$ cat config.mk
export PLATFORM = sky130hd
export DESIGN_NAME = expression_tokenizer_top
export DESIGN_NICKNAME = d
export VERILOG_FILES = /design/src/hw/rtl/etok_pkg.sv /design/src/hw/rtl/etok_lexer.sv /design/src/hw/rtl/expression_tokenizer_top.sv
export VERILOG_INCLUDE_DIRS = /design/src /design/src/hw/rtl
export SDC_FILE = /design/constraint.sdc
export NUM_CORES = 1
export LEC_CHECK = 0
export BUFFER_PORTS_ARGS = -buffer_cell sky130_fd_sc_hd__buf_2
export CELL_PAD_IN_SITES_DETAIL_PLACEMENT = 0
export CELL_PAD_IN_SITES_GLOBAL_PLACEMENT = 2
export CORE_ASPECT_RATIO = 0.9
export CORE_MARGIN = 1
export CORE_UTILIZATION = 44
export CTS_CLUSTER_SIZE = 12
export DETAILED_ROUTE_END_ITERATION = 10
export GPL_TIMING_DRIVEN = 0
export PLACE_DENSITY_LB_ADDON = 0.1
export SLEW_MARGIN = 5
export SYNTH_ARGS = -nofsm -noshare
export SYNTH_HDL_FRONTEND = slang
export SYNTH_SLANG_ARGS = --single-unit
$ cat constraint.sdc
create_clock -name clk -period 16.3 [get_ports clk]
set_input_delay 2.445 -clock clk [delete_from_list [all_inputs] [get_ports clk]]
set_output_delay 2.445 -clock clk [all_outputs]
set_load 0.1 [all_outputs]
$ cat src/hw/rtl/assert_macros.svh
// assertion macros shared by the tokenizer rtl
// no dependencies; the checks are compiled out when SYNTHESIS is defined
`ifndef ASSERT_MACROS_SVH
`define ASSERT_MACROS_SVH

`ifndef SYNTHESIS
// property must hold at every rising clock edge outside reset
`define ASSERT_AT(lbl, clk, rst, prop, msg) \
  lbl: assert property (@(posedge clk) disable iff (rst) prop) else $error(msg);
// condition must never be true outside reset
`define ASSERT_NEVER(lbl, clk, rst, cond, msg) \
  lbl: assert property (@(posedge clk) disable iff (rst) !(cond)) else $error(msg);
`else
`define ASSERT_AT(lbl, clk, rst, prop, msg)
`define ASSERT_NEVER(lbl, clk, rst, cond, msg)
`endif

`endif

$ cat src/hw/rtl/etok_pkg.sv
// shared types, codes and character helpers of the expression tokenizer
// no dependencies; used by etok_lexer and expression_tokenizer_top
package etok_pkg;

  // most results one input byte can cause
  localparam int MAX_RES = 5;
  localparam int CNT_W   = $clog2(MAX_RES + 1);
  localparam int RES_FIFO_DEPTH = 8;

  // result kinds
  localparam logic [1:0] K_BYTE = 2'd0;
  localparam logic [1:0] K_END  = 2'd1;
  localparam logic [1:0] K_ERR  = 2'd2;
  localparam logic [1:0] K_DONE = 2'd3;

  // token classes
  localparam logic [3:0] C_ARITH = 4'd0;
  localparam logic [3:0] C_BOOL  = 4'd1;
  localparam logic [3:0] C_CMP   = 4'd2;
  localparam logic [3:0] C_STR   = 4'd3;
  localparam logic [3:0] C_NUM   = 4'd4;
  localparam logic [3:0] C_LPAR  = 4'd5;
  localparam logic [3:0] C_RPAR  = 4'd6;
  localparam logic [3:0] C_ARR   = 4'd7;
  localparam logic [3:0] C_IDENT = 4'd8;
  localparam logic [3:0] C_COMMA = 4'd9;

  // error codes
  localparam logic [2:0] E_NONE     = 3'd0;
  localparam logic [2:0] E_UNKNOWN  = 3'd1;
  localparam logic [2:0] E_BOOL     = 3'd2;
  localparam logic [2:0] E_CMP      = 3'd3;
  localparam logic [2:0] E_TRAIL    = 3'd4;
  localparam logic [2:0] E_OPEN_STR = 3'd5;
  localparam logic [2:0] E_OPEN_ARR = 3'd6;

  // characters
  localparam logic [7:0] CH_SP     = 8'h20;
  localparam logic [7:0] CH_TAB    = 8'h09;
  localparam logic [7:0] CH_CR     = 8'h0d;
  localparam logic [7:0] CH_LF     = 8'h0a;
  localparam logic [7:0] CH_PLUS   = 8'h2b;
  localparam logic [7:0] CH_MINUS  = 8'h2d;
  localparam logic [7:0] CH_STAR   = 8'h2a;
  localparam logic [7:0] CH_SLASH  = 8'h2f;
  localparam logic [7:0] CH_CARET  = 8'h5e;
  localparam logic [7:0] CH_PCT    = 8'h25;
  localparam logic [7:0] CH_AMP    = 8'h26;
  localparam logic [7:0] CH_PIPE   = 8'h7c;
  localparam logic [7:0] CH_BANG   = 8'h21;
  localparam logic [7:0] CH_LBRK   = 8'h5b;
  localparam logic [7:0] CH_RBRK   = 8'h5d;
  localparam logic [7:0] CH_QUOTE  = 8'h22;
  localparam logic [7:0] CH_LPAR   = 8'h28;
  localparam logic [7:0] CH_RPAR   = 8'h29;
  localparam logic [7:0] CH_LT     = 8'h3c;
  localparam logic [7:0] CH_GT     = 8'h3e;
  localparam logic [7:0] CH_EQ     = 8'h3d;
  localparam logic [7:0] CH_COMMA  = 8'h2c;
  localparam logic [7:0] CH_DOT    = 8'h2e;
  localparam logic [7:0] CH_UNDER  = 8'h5f;

  // lexer mode: pending lookahead or open token
  typedef enum logic [3:0] {
    M_IDLE  = 4'd0,
    M_ERROR = 4'd1,
    M_AMP   = 4'd2,
    M_PIPE  = 4'd3,
    M_BANG  = 4'd4,
    M_LT    = 4'd5,
    M_GT    = 4'd6,
    M_EQ    = 4'd7,
    M_STR   = 4'd8,
    M_ARR   = 4'd9,
    M_NUM   = 4'd10,
    M_IDENT = 4'd11
  } mode_t;

  // one result beat without its run flag
  typedef struct packed {
    logic [1:0] kind;
    logic [3:0] cls;
    logic [7:0] lex;
    logic [2:0] err;
  } res_t;

  // results of one byte handed from the lexer to the result queue
  typedef struct packed {
    logic [CNT_W-1:0]         count;
    res_t [MAX_RES-1:0]       res;
    mode_t                    mode_next;
  } lex_out_t;

  // what a byte does when it starts a new token
  typedef struct packed {
    logic [1:0]  n;
    res_t [1:0]  r;
    mode_t       mode;
  } start_t;

  function automatic logic is_digit(input logic [7:0] c);
    return (c >= 8'h30) && (c <= 8'h39);
  endfunction

  function automatic logic is_alpha(input logic [7:0] c);
    return ((c >= 8'h61) && (c <= 8'h7a)) || ((c >= 8'h41) && (c <= 8'h5a));
  endfunction

  function automatic logic is_alnum(input logic [7:0] c);
    return is_digit(c) || is_alpha(c);
  endfunction

  function automatic res_t mk_byte(input logic [3:0] cls, input logic [7:0] c);
    res_t r;
    r.kind = K_BYTE;
    r.cls  = cls;
    r.lex  = c;
    r.err  = E_NONE;
    return r;
  endfunction

  function automatic res_t mk_end(input logic [3:0] cls);
    res_t r;
    r.kind = K_END;
    r.cls  = cls;
    r.lex  = 8'h00;
    r.err  = E_NONE;
    return r;
  endfunction

  function automatic res_t mk_err(input logic [2:0] code);
    res_t r;
    r.kind = K_ERR;
    r.cls  = C_ARITH;
    r.lex  = 8'h00;
    r.err  = code;
    return r;
  endfunction

  function automatic res_t mk_done();
    res_t r;
    r.kind = K_DONE;
    r.cls  = C_ARITH;
    r.lex  = 8'h00;
    r.err  = E_NONE;
    return r;
  endfunction

  // byte seen with no token open
  function automatic start_t start_token(input logic [7:0] c, input logic last);
    start_t s;
    s = '0;
    s.mode = M_IDLE;
    case (c) inside
      CH_SP, CH_TAB, CH_CR, CH_LF: begin
      end
      CH_PLUS, CH_MINUS, CH_STAR, CH_SLASH, CH_CARET, CH_PCT: begin
        if (last) begin
          s.n    = 2'd1;
          s.r[0] = mk_err(E_TRAIL);
          s.mode = M_ERROR;
        end else begin
          s.n    = 2'd2;
          s.r[0] = mk_byte(C_ARITH, c);
          s.r[1] = mk_end(C_ARITH);
        end
      end
      CH_AMP:   s.mode = M_AMP;
      CH_PIPE:  s.mode = M_PIPE;
      CH_BANG:  s.mode = M_BANG;
      CH_LBRK:  s.mode = M_ARR;
      CH_QUOTE: s.mode = M_STR;
      CH_LT:    s.mode = M_LT;
      CH_GT:    s.mode = M_GT;
      CH_EQ:    s.mode = M_EQ;
      CH_LPAR: begin
        s.n    = 2'd2;
        s.r[0] = mk_byte(C_LPAR, c);
        s.r[1] = mk_end(C_LPAR);
      end
      CH_RPAR: begin
        s.n    = 2'd2;
        s.r[0] = mk_byte(C_RPAR, c);
        s.r[1] = mk_end(C_RPAR);
      end
      CH_COMMA: begin
        s.n    = 2'd2;
        s.r[0] = mk_byte(C_COMMA, c);
        s.r[1] = mk_end(C_COMMA);
      end
      default: begin
        s.n = 2'd1;
        if (is_digit(c) || (c == CH_DOT)) begin
          s.r[0] = mk_byte(C_NUM, c);
          s.mode = M_NUM;
        end else if (is_alpha(c) || (c == CH_UNDER)) begin
          s.r[0] = mk_byte(C_IDENT, c);
          s.mode = M_IDENT;
        end else begin
          s.r[0] = mk_err(E_UNKNOWN);
          s.mode = M_ERROR;
        end
      end
    endcase
    return s;
  endfunction

endpackage

$ cat src/hw/rtl/etok_lexer.sv
// per-byte lexing logic: mode and byte in, up to five results and next mode out
// depends on etok_pkg
module etok_lexer import etok_pkg::*; (
  input  mode_t       mode,
  input  logic [7:0]  ch,
  input  logic        last,
  output lex_out_t    lo
);

  start_t            st;
  res_t              res [MAX_RES];
  logic [CNT_W-1:0]  n;
  mode_t             mode_n;
  logic              use_start;
  logic [7:0]        want;
  logic [7:0]        held;
  logic [3:0]        pair_cls;
  logic [2:0]        pair_err;

  always_comb begin
    st        = start_token(ch, last);
    n         = '0;
    mode_n    = mode;
    use_start = 1'b0;
    for (int k = 0; k < MAX_RES; k++) begin
      res[k] = '0;
    end

    // doubled operators: && || ==
    case (mode)
      M_AMP:   want = CH_AMP;
      M_PIPE:  want = CH_PIPE;
      default: want = CH_EQ;
    endcase
    pair_cls = (mode == M_EQ) ? C_CMP : C_BOOL;
    pair_err = (mode == M_EQ) ? E_CMP : E_BOOL;
    held     = (mode == M_LT) ? CH_LT : CH_GT;

    // resolve pending lookahead or extend the open token
    case (mode)
      M_ERROR: begin
      end
      M_AMP, M_PIPE, M_EQ: begin
        if (ch == want) begin
          res[0] = mk_byte(pair_cls, want);
          res[1] = mk_byte(pair_cls, want);
          res[2] = mk_end(pair_cls);
          n      = CNT_W'(3);
          mode_n = M_IDLE;
        end else begin
          res[0] = mk_err(pair_err);
          n      = CNT_W'(1);
          mode_n = M_ERROR;
        end
      end
      M_BANG: begin
        if (ch == CH_EQ) begin
          res[0] = mk_byte(C_CMP, CH_BANG);
          res[1] = mk_byte(C_CMP, CH_EQ);
          res[2] = mk_end(C_CMP);
          n      = CNT_W'(3);
          mode_n = M_IDLE;
        end else if ((ch == CH_BANG) || is_alnum(ch) || (ch == CH_LPAR)) begin
          res[0]    = mk_byte(C_BOOL, CH_BANG);
          res[1]    = mk_end(C_BOOL);
          n         = CNT_W'(2);
          use_start = 1'b1;
        end else begin
          res[0] = mk_err(E_BOOL);
          n      = CNT_W'(1);
          mode_n = M_ERROR;
        end
      end
      M_LT, M_GT: begin
        res[0] = mk_byte(C_CMP, held);
        if (ch == CH_EQ) begin
          res[1] = mk_byte(C_CMP, CH_EQ);
          res[2] = mk_end(C_CMP);
          n      = CNT_W'(3);
          mode_n = M_IDLE;
        end else begin
          res[1]    = mk_end(C_CMP);
          n         = CNT_W'(2);
          use_start = 1'b1;
        end
      end
      M_STR: begin
        n = CNT_W'(1);
        if (ch == CH_QUOTE) begin
          res[0] = mk_end(C_STR);
          mode_n = M_IDLE;
        end else begin
          res[0] = mk_byte(C_STR, ch);
        end
      end
      M_ARR: begin
        n = CNT_W'(1);
        if (ch == CH_RBRK) begin
          res[0] = mk_end(C_ARR);
          mode_n = M_IDLE;
        end else begin
          res[0] = mk_byte(C_ARR, ch);
        end
      end
      M_NUM: begin
        n = CNT_W'(1);
        if (is_digit(ch) || (ch == CH_DOT)) begin
          res[0] = mk_byte(C_NUM, ch);
        end else begin
          res[0]    = mk_end(C_NUM);
          use_start = 1'b1;
        end
      end
      M_IDENT: begin
        n = CNT_W'(1);
        if (is_alnum(ch) || (ch == CH_UNDER)) begin
          res[0] = mk_byte(C_IDENT, ch);
        end else begin
          res[0]    = mk_end(C_IDENT);
          use_start = 1'b1;
        end
      end
      default: begin
        use_start = 1'b1;
      end
    endcase

    // byte starts a new token
    if (use_start) begin
      for (int j = 0; j < 2; j++) begin
        if (2'(j) < st.n) begin
          res[n] = st.r[j];
          n      = n + CNT_W'(1);
        end
      end
      mode_n = st.mode;
    end

    // end of expression: close or report the open token, then finish
    if (last) begin
      case (mode_n)
        M_AMP, M_PIPE, M_BANG: begin
          res[n] = mk_err(E_BOOL);
          n      = n + CNT_W'(1);
        end
        M_LT, M_GT, M_EQ: begin
          res[n] = mk_err(E_CMP);
          n      = n + CNT_W'(1);
        end
        M_STR: begin
          res[n] = mk_err(E_OPEN_STR);
          n      = n + CNT_W'(1);
        end
        M_ARR: begin
          res[n] = mk_err(E_OPEN_ARR);
          n      = n + CNT_W'(1);
        end
        M_NUM: begin
          res[n] = mk_end(C_NUM);
          n      = n + CNT_W'(1);
        end
        M_IDENT: begin
          res[n] = mk_end(C_IDENT);
          n      = n + CNT_W'(1);
        end
        default: begin
        end
      endcase
      res[n] = mk_done();
      n      = n + CNT_W'(1);
      mode_n = M_IDLE;
    end

    lo.count     = n;
    lo.mode_next = mode_n;
    for (int k = 0; k < MAX_RES; k++) begin
      lo.res[k] = res[k];
    end
  end

endmodule

$ cat src/hw/rtl/expression_tokenizer_top.sv
// Streaming tokenizer for rule expressions (top level; uses etok_pkg, etok_lexer and
// assert_macros.svh). A byte beat is taken into an input register, lexed there by
// combinational logic against the held lexer mode, and its results (up to five) are
// written at once into a result queue of FIFO_DEPTH entries (a power of two, at least
// 8); results leave one per output beat, the last one of each byte marked by last_of_run.
// A byte's results pass from the input register through the result queue to the output.
// Input beats are taken every cycle as long as the queue has room for five more results,
// so with the output unstalled the sustained rate is one byte per cycle while bytes
// average at most one result each; otherwise the single output beat per cycle sets the pace.
`include "assert_macros.svh"

module expression_tokenizer_top import etok_pkg::*; #(
  parameter int FIFO_DEPTH = RES_FIFO_DEPTH
) (
  input  logic        clk,
  input  logic        rst,
  // byte channel
  input  logic        in_valid,
  output logic        in_stall,
  input  logic [7:0]  char_in,
  input  logic        end_of_expression,
  // result channel
  output logic        out_valid,
  input  logic        out_stall,
  output logic [1:0]  result_kind,
  output logic [3:0]  token_class,
  output logic [7:0]  lexeme_byte,
  output logic [2:0]  error_code,
  output logic        last_of_run
);

  localparam int AW = $clog2(FIFO_DEPTH);
  localparam int CW = $clog2(FIFO_DEPTH + 1);

  typedef struct packed {
    res_t r;
    logic last;
  } entry_t;

  logic              item_valid;
  logic [7:0]        item_char;
  logic              item_last;
  mode_t             mode;
  lex_out_t          lo;
  logic              fire;
  logic              pop;
  logic              in_take;
  logic [CW-1:0]     used;
  logic [CW-1:0]     room;
  logic [AW-1:0]     wr_ptr;
  logic [AW-1:0]     rd_ptr;
  entry_t            mem [FIFO_DEPTH];
  entry_t            head;

  // byte lexing
  etok_lexer u_lexer (
    .mode (mode),
    .ch   (item_char),
    .last (item_last),
    .lo   (lo)
  );

  // handshakes
  assign pop      = out_valid && !out_stall;
  assign room     = CW'(FIFO_DEPTH) - used + CW'(pop);
  assign fire     = item_valid && (room >= CW'(MAX_RES));
  assign in_stall = item_valid && !fire;
  assign in_take  = in_valid && !in_stall;

  // input register
  always_ff @(posedge clk) begin
    if (rst) begin
      item_valid <= 1'b0;
    end else begin
      item_valid <= in_take || (item_valid && !fire);
    end
    if (in_take) begin
      item_char <= char_in;
      item_last <= end_of_expression;
    end
  end

  // lexer mode
  always_ff @(posedge clk) begin
    if (rst) begin
      mode <= M_IDLE;
    end else if (fire) begin
      mode <= lo.mode_next;
    end
  end

  // result queue pointers and fill
  always_ff @(posedge clk) begin
    if (rst) begin
      wr_ptr <= '0;
      rd_ptr <= '0;
      used   <= '0;
    end else begin
      if (fire) begin
        wr_ptr <= wr_ptr + AW'(lo.count);
      end
      if (pop) begin
        rd_ptr <= rd_ptr + AW'(1);
      end
      used <= used + (fire ? CW'(lo.count) : CW'(0)) - CW'(pop);
    end
  end

  // result queue storage: all results of a byte written together
  always_ff @(posedge clk) begin
    for (int i = 0; i < MAX_RES; i++) begin
      if (fire && (CNT_W'(i) < lo.count)) begin
        mem[wr_ptr + AW'(i)] <= '{r: lo.res[i],
                                  last: (CNT_W'(i) == CNT_W'(lo.count - CNT_W'(1)))};
      end
    end
  end

  // output beat
  assign head        = mem[rd_ptr];
  assign out_valid   = (used != '0);
  assign result_kind = head.r.kind;
  assign token_class = head.r.cls;
  assign lexeme_byte = head.r.lex;
  assign error_code  = head.r.err;
  assign last_of_run = head.last;

  // checks
  `ASSERT_NEVER(a_no_overfill, clk, rst, used > CW'(FIFO_DEPTH), "result queue overfilled")
  `ASSERT_AT(a_done_ends_run, clk, rst, (out_valid && (result_kind == K_DONE)) |-> last_of_run, "finished beat not last of run")
  `ASSERT_AT(a_last_gives_result, clk, rst, (fire && item_last) |-> (lo.count != '0), "final byte gave no result")
  `ASSERT_AT(a_idle_after_end, clk, rst, (fire && item_last) |=> (mode == M_IDLE), "mode not idle after expression end")
  `ASSERT_AT(a_stall_needs_item, clk, rst, in_stall |-> item_valid, "input stalled with empty register")

endmodule

Word-level counts from Yosys, hierarchy flattened
Memories as Yosys holds them, arrays and structs flattened. A register that Yosys moved wholly into a read port is not among the register bits.
Index checks and enable logic that the tools add are counted.

storage, ports and cells
  register bits after elaboration = 24
  bits in writable memories = 144
  input bits = 13
  output and inout bits = 20
  word-level logic and storage cells = 290
  memories kept = 1

memory list
  memory  words  bits a word  read ports  clocked after Yosys merged registers in  wr ports  line                            RTL
  mem     8      18           1           1                                        5         expression_tokenizer_top.sv:52  entry_t mem [FIFO_DEPTH];

operators by class
  add/subtract/negate cells = 15
  magnitude comparators = 22
  eq/ne operators = 50
  muxes and demuxes = 132
  bitwise logic cells = 25
  reductions and logical operators = 38

operators by type and width
  operator                                                          count
  17-bit 2-to-1 mux                                                 32
  85-bit 2-to-1 mux                                                 6
  85-bit case mux with 6 select lines                               1
  75-bit AND                                                        4
  75-bit inverter                                                   4
  70-bit AND                                                        3
  70-bit inverter                                                   3
  17-bit demux with 3-bit select                                    4
  85-bit bitwise mux                                                2
  16-bit 2-to-1 mux                                                 9
  8-bit by 6-bit == test with 1-bit output (second input constant)  16
  17-bit case mux with 7 select lines                               1
  34-bit case mux with 3 select lines                               1
  4-bit 2-to-1 mux                                                  20
  15-bit OR                                                         3
  21-bit 2-to-1 mux                                                 2
  8-bit by 7-bit == test with 1-bit output (second input constant)  5
  10-bit OR                                                         4
  2-bit 2-to-1 mux                                                  18
  34-bit 2-to-1 mux                                                 1
  3-bit 2-to-1 mux                                                  11
  4-bit by 3-bit == test with 1-bit output (second input constant)  8
  4-bit == test (second input constant)                             8
  32-bit 2-to-1 mux                                                 1
  other kinds (43)                                                  115

Depth between registers and ports, before layout
Gate-level depths: netlist (run 1).

  word-level depth = 32
  gate-level depth with buffers = 32
  gate-level depth less buffers = 26

Modules after synthesis
A second synthesis (run 1) with hierarchy kept.

unflattened totals
  cells, all modules = 1740
  area, all modules = 16046.6 um2

by module, submodules not included
  module                    instances  cells an instance  area an instance (um2)
  expression_tokenizer_top  1          1179               12608.3
  etok_lexer                1          561                3438.3

Worst setup path after synthesis (run 1)
No wires, ideal clock.

  kind = reg-to-reg
  from = register item_char[3]
  to = memory mem[4][0] (netlist name), enable pin
  arrival = 6.774 ns
  required time = 15.905 ns
  setup slack = 9.131 ns
  stages on the path, launching flop included = 31
  buffers on the path = 6
  cell sequence = edfxtp_1 > buf_2 > or4_1 > o21ai_0 > o211ai_1 > a221oi_4 > ha_1 > buf_2 > a21o_1 > ha_1 > nand2_1 > a22oi_2 > nor2_4 > inv_2 > buf_2 > ha_1 > a221oi_2 > inv_1 > ha_1 > xor2_1 > a21boi_1 > a31oi_4 > nor2_8 > inv_2 > buf_6 > or3_1 > buf_2 > nand3_2 > buf_6 > nor2_1 > o21ai_1

RTL lines
  element                 line                            RTL
  start, declared         expression_tokenizer_top.sv:41  logic [7:0] item_char;
  start signal, assigned  expression_tokenizer_top.sv:78  item_char <= char_in;
  end, declared           expression_tokenizer_top.sv:52

==> results of run 1 <==
## power groups by stage
stage	combinational [mW]	sequential [mW]	clock [mW]
2_1_floorplan	1.19	0.651	0
3_3_place_gp	1.60	0.661	0
3_5_place_dp	1.63	0.659	0
4_1_cts	1.64	0.649	0.464
5_1_grt	1.77	0.656	0.479
6_report	1.68	0.649	0.463
## cell usage after synthesis (14+ instances only)
cell      count  area share [%]
o211ai_1     26             1.3
a221oi_1     14            0.84
a21oi_1      89             3.0
nor2b_1      17            0.73
dfxtp_1      18             2.5
a31oi_1      15            0.64
o22ai_1      63             2.7
or3_1        14            0.60
o221ai_1     64             3.8
mux4_2       36             5.5
inv_1        29            0.74
nor3_1       57             1.9
o21ai_0      80             2.7
nand3_1      56             1.9
nor2_1      185             4.7
clkbuf_1     68             1.7
mux2_2       19             1.5
ha_1         19             1.6
buf_2        32             1.1
mux2i_1      59             4.0
a211oi_1     36             1.8
nand2b_1     16            0.68
nand2_1     209             5.4
edfxtp_1    153              31
## layout make-up
type	instances	area (um2)	share of cell area, %
multi-input cells	1333	9080	56.3
clock buffers	19	433	2.69
clock inverters	13	199	1.23
well taps	416	520	3.23
repair buffers	46	295	1.83
plain buffers	113	494	3.07
inverters	38	143	0.885
flip-flops and latches	171	4950	30.7
## per-stage QoR
step / instances / hold slack [ps]
finish: 2149 / 521
global route: 2149 / 562
CTS: 2149 / 539
detailed placement: 2117 / 529
global placement: 2103 / 515
floorplan: 1655 / 473
## worst reg2reg max path: stages (launching register included)
cell,delay (ps)
dfxtp_1,300
clkbuf_1,260
nor4b_1,780
nor3b_1,120
o2111a_1,360
a221oi_4,570
ha_1,320
buf_2,180
a21o_1,170
ha_1,290
nand2_1,60
a22oi_2,310
nor2_4,110
inv_2,110
buf_2,210
ha_1,310
a221oi_2,410
inv_1,120
ha_1,280
a311o_1,350
a31oi_4,540
nor2_8,110
nand3_1,540
nand2_1,240
nor2_1,610
o211ai_1,390
buf_4,300
buf_4,200
## cell families (layout without fill, tap and decap cells)
group | after synthesis | after routing
xor gates and xnor gates | 21 | 21
adders and majority gates | 21 | 21
and+or+nand+nor | 669 | 669
DFF | 171 | 171
buffers and inverters | 151 | 229
AOI/OAI and AO/OA | 508 | 508
muxes | 114 | 114
## path summary, 6_finish.rpt
path	to	depth (start not counted)
setup / recovery	mem[3][11]	27
hold / removal	item_valid	2
setup reg to reg	mem[3][11]	27
hold reg to reg	item_valid	2
## registers in the layout, indices dropped and copies added (netlist names), named ones only
name and flops:
mem 144, item_char 8, mode 4, used 4, rd_ptr 3, wr_ptr 3
item_last 1, item_valid 1
## per-layer routing
layer  wire length, um  part of all wire, %  vias up
li1                  -                    -     6558
met1             27600                   42     7304
met2             28000                   43      948
met3              6710                   10      206
met4              2900                  4.5        2
met5                12                0.018        -
==> flow_summary.yaml, run 1 <==
sta:
  tns_ps: 0
  hold_viol_final: 0
  timing.fmax_mhz: 113
  max_slew.worst_pin.slew_ps: 1400
  slew_headroom_pct: 6.87
  final.period_utilization_pct: 54.1
  clock_skew_ps: 16.6
  layout_setup_ws_ps: 7480
  setup_viol: 0
  drv_slew: 0
  rsz0062_at_grt: "false"
  period_needed_ps: 8820
worst_setup_path:
  end_kind: "register"
  cp_top_family: "compound AO/OA/AOI/OAI gates"
  path_class: "reg2reg"
  rrSetupSlack_ps: 7480
  path_max_fanout: 10
  critical_path.max_stage_delay_ps: 770
  cp-startpoint: "mode[0]"
  worstReg2RegStart: "mode[0]"
  critPathArrivalTime_ps: 9030
  critPathMostFrequentCell: "ha_1"
  required_ps: 16510
  cp_slowest_cell: "nor4b_1"
  cp-start-kind: "register"
  crit_buf_inv: 7
die:
  pin_count: 33
  die_h_um: 175
  die_width_um: 194
  floorplan.initialDensity_pct: 45.3
  dieArea_mm2: 0.0340
  core_area_mm2: 0.0323
  fp-row-count: 62
clock_tree:
  clock_sinks: 171
  hold_buffers: 0
  cts.path.max_buffers: 2
  cts_tree: "yes"
  clock-root-buffer: "clkbuf_16"
  clkSlewWorstSetupHoldPaths_ps: 80
  post_cts_resized: 0
  cts_made_buffers: 17
  postCtsSetupBuffers: 0
  clkLatencyLatePin_ps: 470
  h-tree-depth: 4
final_layout:
  nFillCells: 3128
  drive_gt1_share_pct: 15.1
  fin_area_mm2: 0.0161
  mostFrequentLayoutCell: "nand2_1"
  nets: 1754
  area.growth.synth_to_final_pct: 10.1
  final_cell_mix: "nand2_1 (209), nor2_1 (185), edfxtp_1 (153)"
  antenna_cells: 0
  utilization_pct: 49.8
placement:
  gp_congestion: 1.07
  dpl_cell_area_mm2: 0.0155
  dp_hpwl_um: 50900
  port-buffer-count: 32
  place_ws_ps: 7760
yosys:
  synthFlopType: "edfxtp_1"
  synth_edf_count: 153
  synth_cell_types: 106
  synth_mux_area_share_pct: 11.0
  ys_seq_elements: 171
  synth_area_per_cell_um2: 8.85
  yosys.area_share.xor_xnor_pct: 1.31
  ys_warn_count: 0
  synth_compound_area_share_pct: 25.4
  yosys.area_share.adder_pct: 1.90
  syn_area_mm2: 0.0146
  synth_top_family_by_area: "compound AO/OA/AOI/OAI gates"
  synth-seq-area-share_pct: 33.8
  syn_inst: 1655
  synth_simple_gate_area_share_pct: 22.2
  async_reset_ff_share_pct: 0
  synthesis.nets: 1689
global_routing:
  grtUsageMet2_pct: 57.8
  grt_pass1_wl_um: 96200
  grt_pass1_vias: 14100
  met1_usage_pct: 53.3
  antenna_found_initial: 1
  grt_max_degree: 17
  busiest_layer: "met2"
  grt_usage_pct: 38.6
  grt_util_met3_pct: 8.18
  grt.overflow.total: 0
power_and_ir_drop:
  comb_power_share_pct: 60.1
  p_int_mw: 1.39
  power_density_mw_per_mm2: 173
  irDropWorstVdd_v: 0.000113
  power.switching_mw: 1.40
  total_power_mw: 2.79
  clkPwrFrac_pct: 16.6
  switching_share_pct: 50.2
  p_leak_nw: 5.53
  seqPwrFrac_pct: 23.3
job:
  maxCapViolations: 0
detailed_routing:
  drt-total-wl_um: 65200
  vias: 15000
  avgViaCountPerCell: 6.99
  avgRoutedWirePerCell_um: 30.3
  first_pass_iters: 8
  first_iter_violations: 2224
  drc_errors: 0
  ant_nets: 0
worst_hold_path:
  min_from: "item_valid"
  hold_path.class: "reg2reg"
run_status:
  status: "finished, final reports clean"
(Power assumes the default switching activity.)
==> inputs of run 2 (changes only) <==
CORE_UTILIZATION = 37   (was 44)
clock period = 7.2 ns   (was 16.3 ns; I/O delays follow)
==> flow_summary.yaml, run 2 (synthesis gave the netlist of run 1 again) <==
die:
  dieArea_mm2: 0.0404
  floorplan.initialDensity_pct: 37.8
  core_area_mm2: 0.0387
  fp-row-count: 68
  die_h_um: 191
  die_width_um: 212
  pin_count: 33
sta:
  drv_slew: 0
  clock_skew_ps: 32.7
  period_needed_ps: 6990
  whs_ps: 538
  timing.fmax_mhz: 143
  setup_viol: 0
  slew_headroom_pct: 1.79
  max_slew.worst_pin.slew_ps: 1460
  hold_viol_final: 0
  final.period_utilization_pct: 97.1
worst_setup_path:
  end_kind: "register"
  critPathMostFrequentCell: "buf_2"
  cp-start-kind: "register"
  worstReg2RegStart: "item_char[3]"
  required_ps: 7440
  path_class: "reg2reg"
  cp-startpoint: "item_char[3]"
  cp_top_family: "compound AO/OA/AOI/OAI gates"
  critical_path.max_stage_delay_ps: 620
  cp_slowest_cell: "or4_1"
  path_max_fanout: 12
  critPathArrivalTime_ps: 7230
  crit_buf_inv: 7
global_routing:
  grt_usage_pct: 35.9
  grt_max_degree: 17
  grt_pass1_wl_um: 104000
  antenna_found_initial: 2
  grt_pass1_vias: 14600
  grt.overflow.total: 0
placement:
  dp_hpwl_um: 54700
  port-buffer-count: 32
  gp_congestion: 1.00
detailed_routing:
  drc_errors: 0
  avgRoutedWirePerCell_um: 31.1
  drt-total-wl_um: 71800
  ant_nets: 0
  first_iter_violations: 2188
  first_pass_iters: 6
  vias: 15500
  avgViaCountPerCell: 6.74
clock_tree:
  hold_buffers: 0
  cts_made_buffers: 17
  cts.path.max_buffers: 2
  clock-root-buffer: "clkbuf_16"
  clkLatencyLatePin_ps: 490
  clock_sinks: 171
  cts_tree: "yes"
  clkSlewWorstSetupHoldPaths_ps: 70
  h-tree-depth: 4
job:
  maxCapViolations: 1
final_layout:
  mostFrequentLayoutCell: "nand2_1"
  area.growth.synth_to_final_pct: 16.0
  nets: 1799
  reg.largest.list: "mem x144, item_char x8"
  final_cell_mix: "nand2_1 (203), nor2_1 (173), edfxtp_1 (153)"
  regMostFlops: "mem"
  largest_reg_flops: 144
  drive_gt1_share_pct: 20.8
power_and_ir_drop:
  power_density_mw_per_mm2: 382
  total_power_mw: 6.48
  irDropWorstVdd_v: 0.000295
  p_leak_nw: 5.93
worst_hold_path:
  min_from: "item_valid"
  hold_path.class: "reg2reg"
run_status:
  status: "complete, but fails checks"
  violations: "max-capacitance violations"
-- run 2: what timing repair did --
item,in CTS,in global routing
hold endpoints to repair,0,0
endpoints found under the setup margin,291,287
pin swaps,13,13
buffers inserted,28,18
resized for setup,54,53
-- run 2: stage by stage --
step | util (%) | setup TNS (ps) | setup slack, ps | area, um2 | std cells
after global placement | 39.9 | -475670 | -2770 | 15500 | 2212
final | 43.9 | 0 | 208 | 17000 | 2306
after global routing | 43.8 | -412 | -30.6 | 17000 | 2303
after floorplan | - | 0 | 30.5 | 14600 | 1655
after detailed placement | 40.5 | -297100 | -1760 | 15700 | 2228
after CTS | 43.1 | 0 | 15.8 | 16700 | 2287
-- run 2: worst reg2reg max path, stage by stage (launching register included) --
cell	delay (ps)
edfxtp_1	350
buf_2	180
or4_1	620
o21ai_2	210
o211ai_1	190
a221oi_4	370
ha_1	280
buf_2	190
a21o_1	180
ha_1	290
nand2_1	60
a22oi_2	270
nor2_4	90
inv_4	130
ha_2	330
a221oi_4	320
inv_1	110
ha_2	240
a311o_1	330
a31oi_4	370
buf_4	200
o22ai_4	140
buf_4	220
nand2b_1	50
buf_2	260
nand3_2	330
o21ai_0	470
-- run 2: final timing paths --
check	end	slack, ps	cells past startpoint
worst max-delay path	mem[3][10]	210	26
worst min-delay path	item_valid	540	2
worst max register to register	mem[3][10]	210	26
worst min register to register	item_valid	540	2
-- run 2: final cells by class --
cell class | count | area (um2)
Fill cell | 3893 | 21700
Buffer | 109 | 538
Multi-Input combinational cell | 1333 | 9370
Antenna cell | 3 | 7.51
Clock inverter | 14 | 135
Clock buffer | 18 | 429
Sequential cell | 171 | 4960
Timing Repair Buffer | 95 | 742
Inverter | 38 | 145
Tap cell | 525 | 657
-- run 2: power breakdown --
| group | internal (mW) | switching, mW |
|---|---|---|
| clock | 0.484 | 0.454 |
| combinational | 1.26 | 2.81 |
| sequential | 1.41 | 0.0626 |
| total | 3.15 | 3.33 |
-- run 2: layer usage --
metal  vias up  global-route usage [%]  share of wire (%)
met2      1004                    52.1                 43
li1       6659                       -                  -
met4         2                    16.0                4.3
met5         -                       0             0.0098
met1      7709                    50.5                 43
met3       170                    8.33                 10
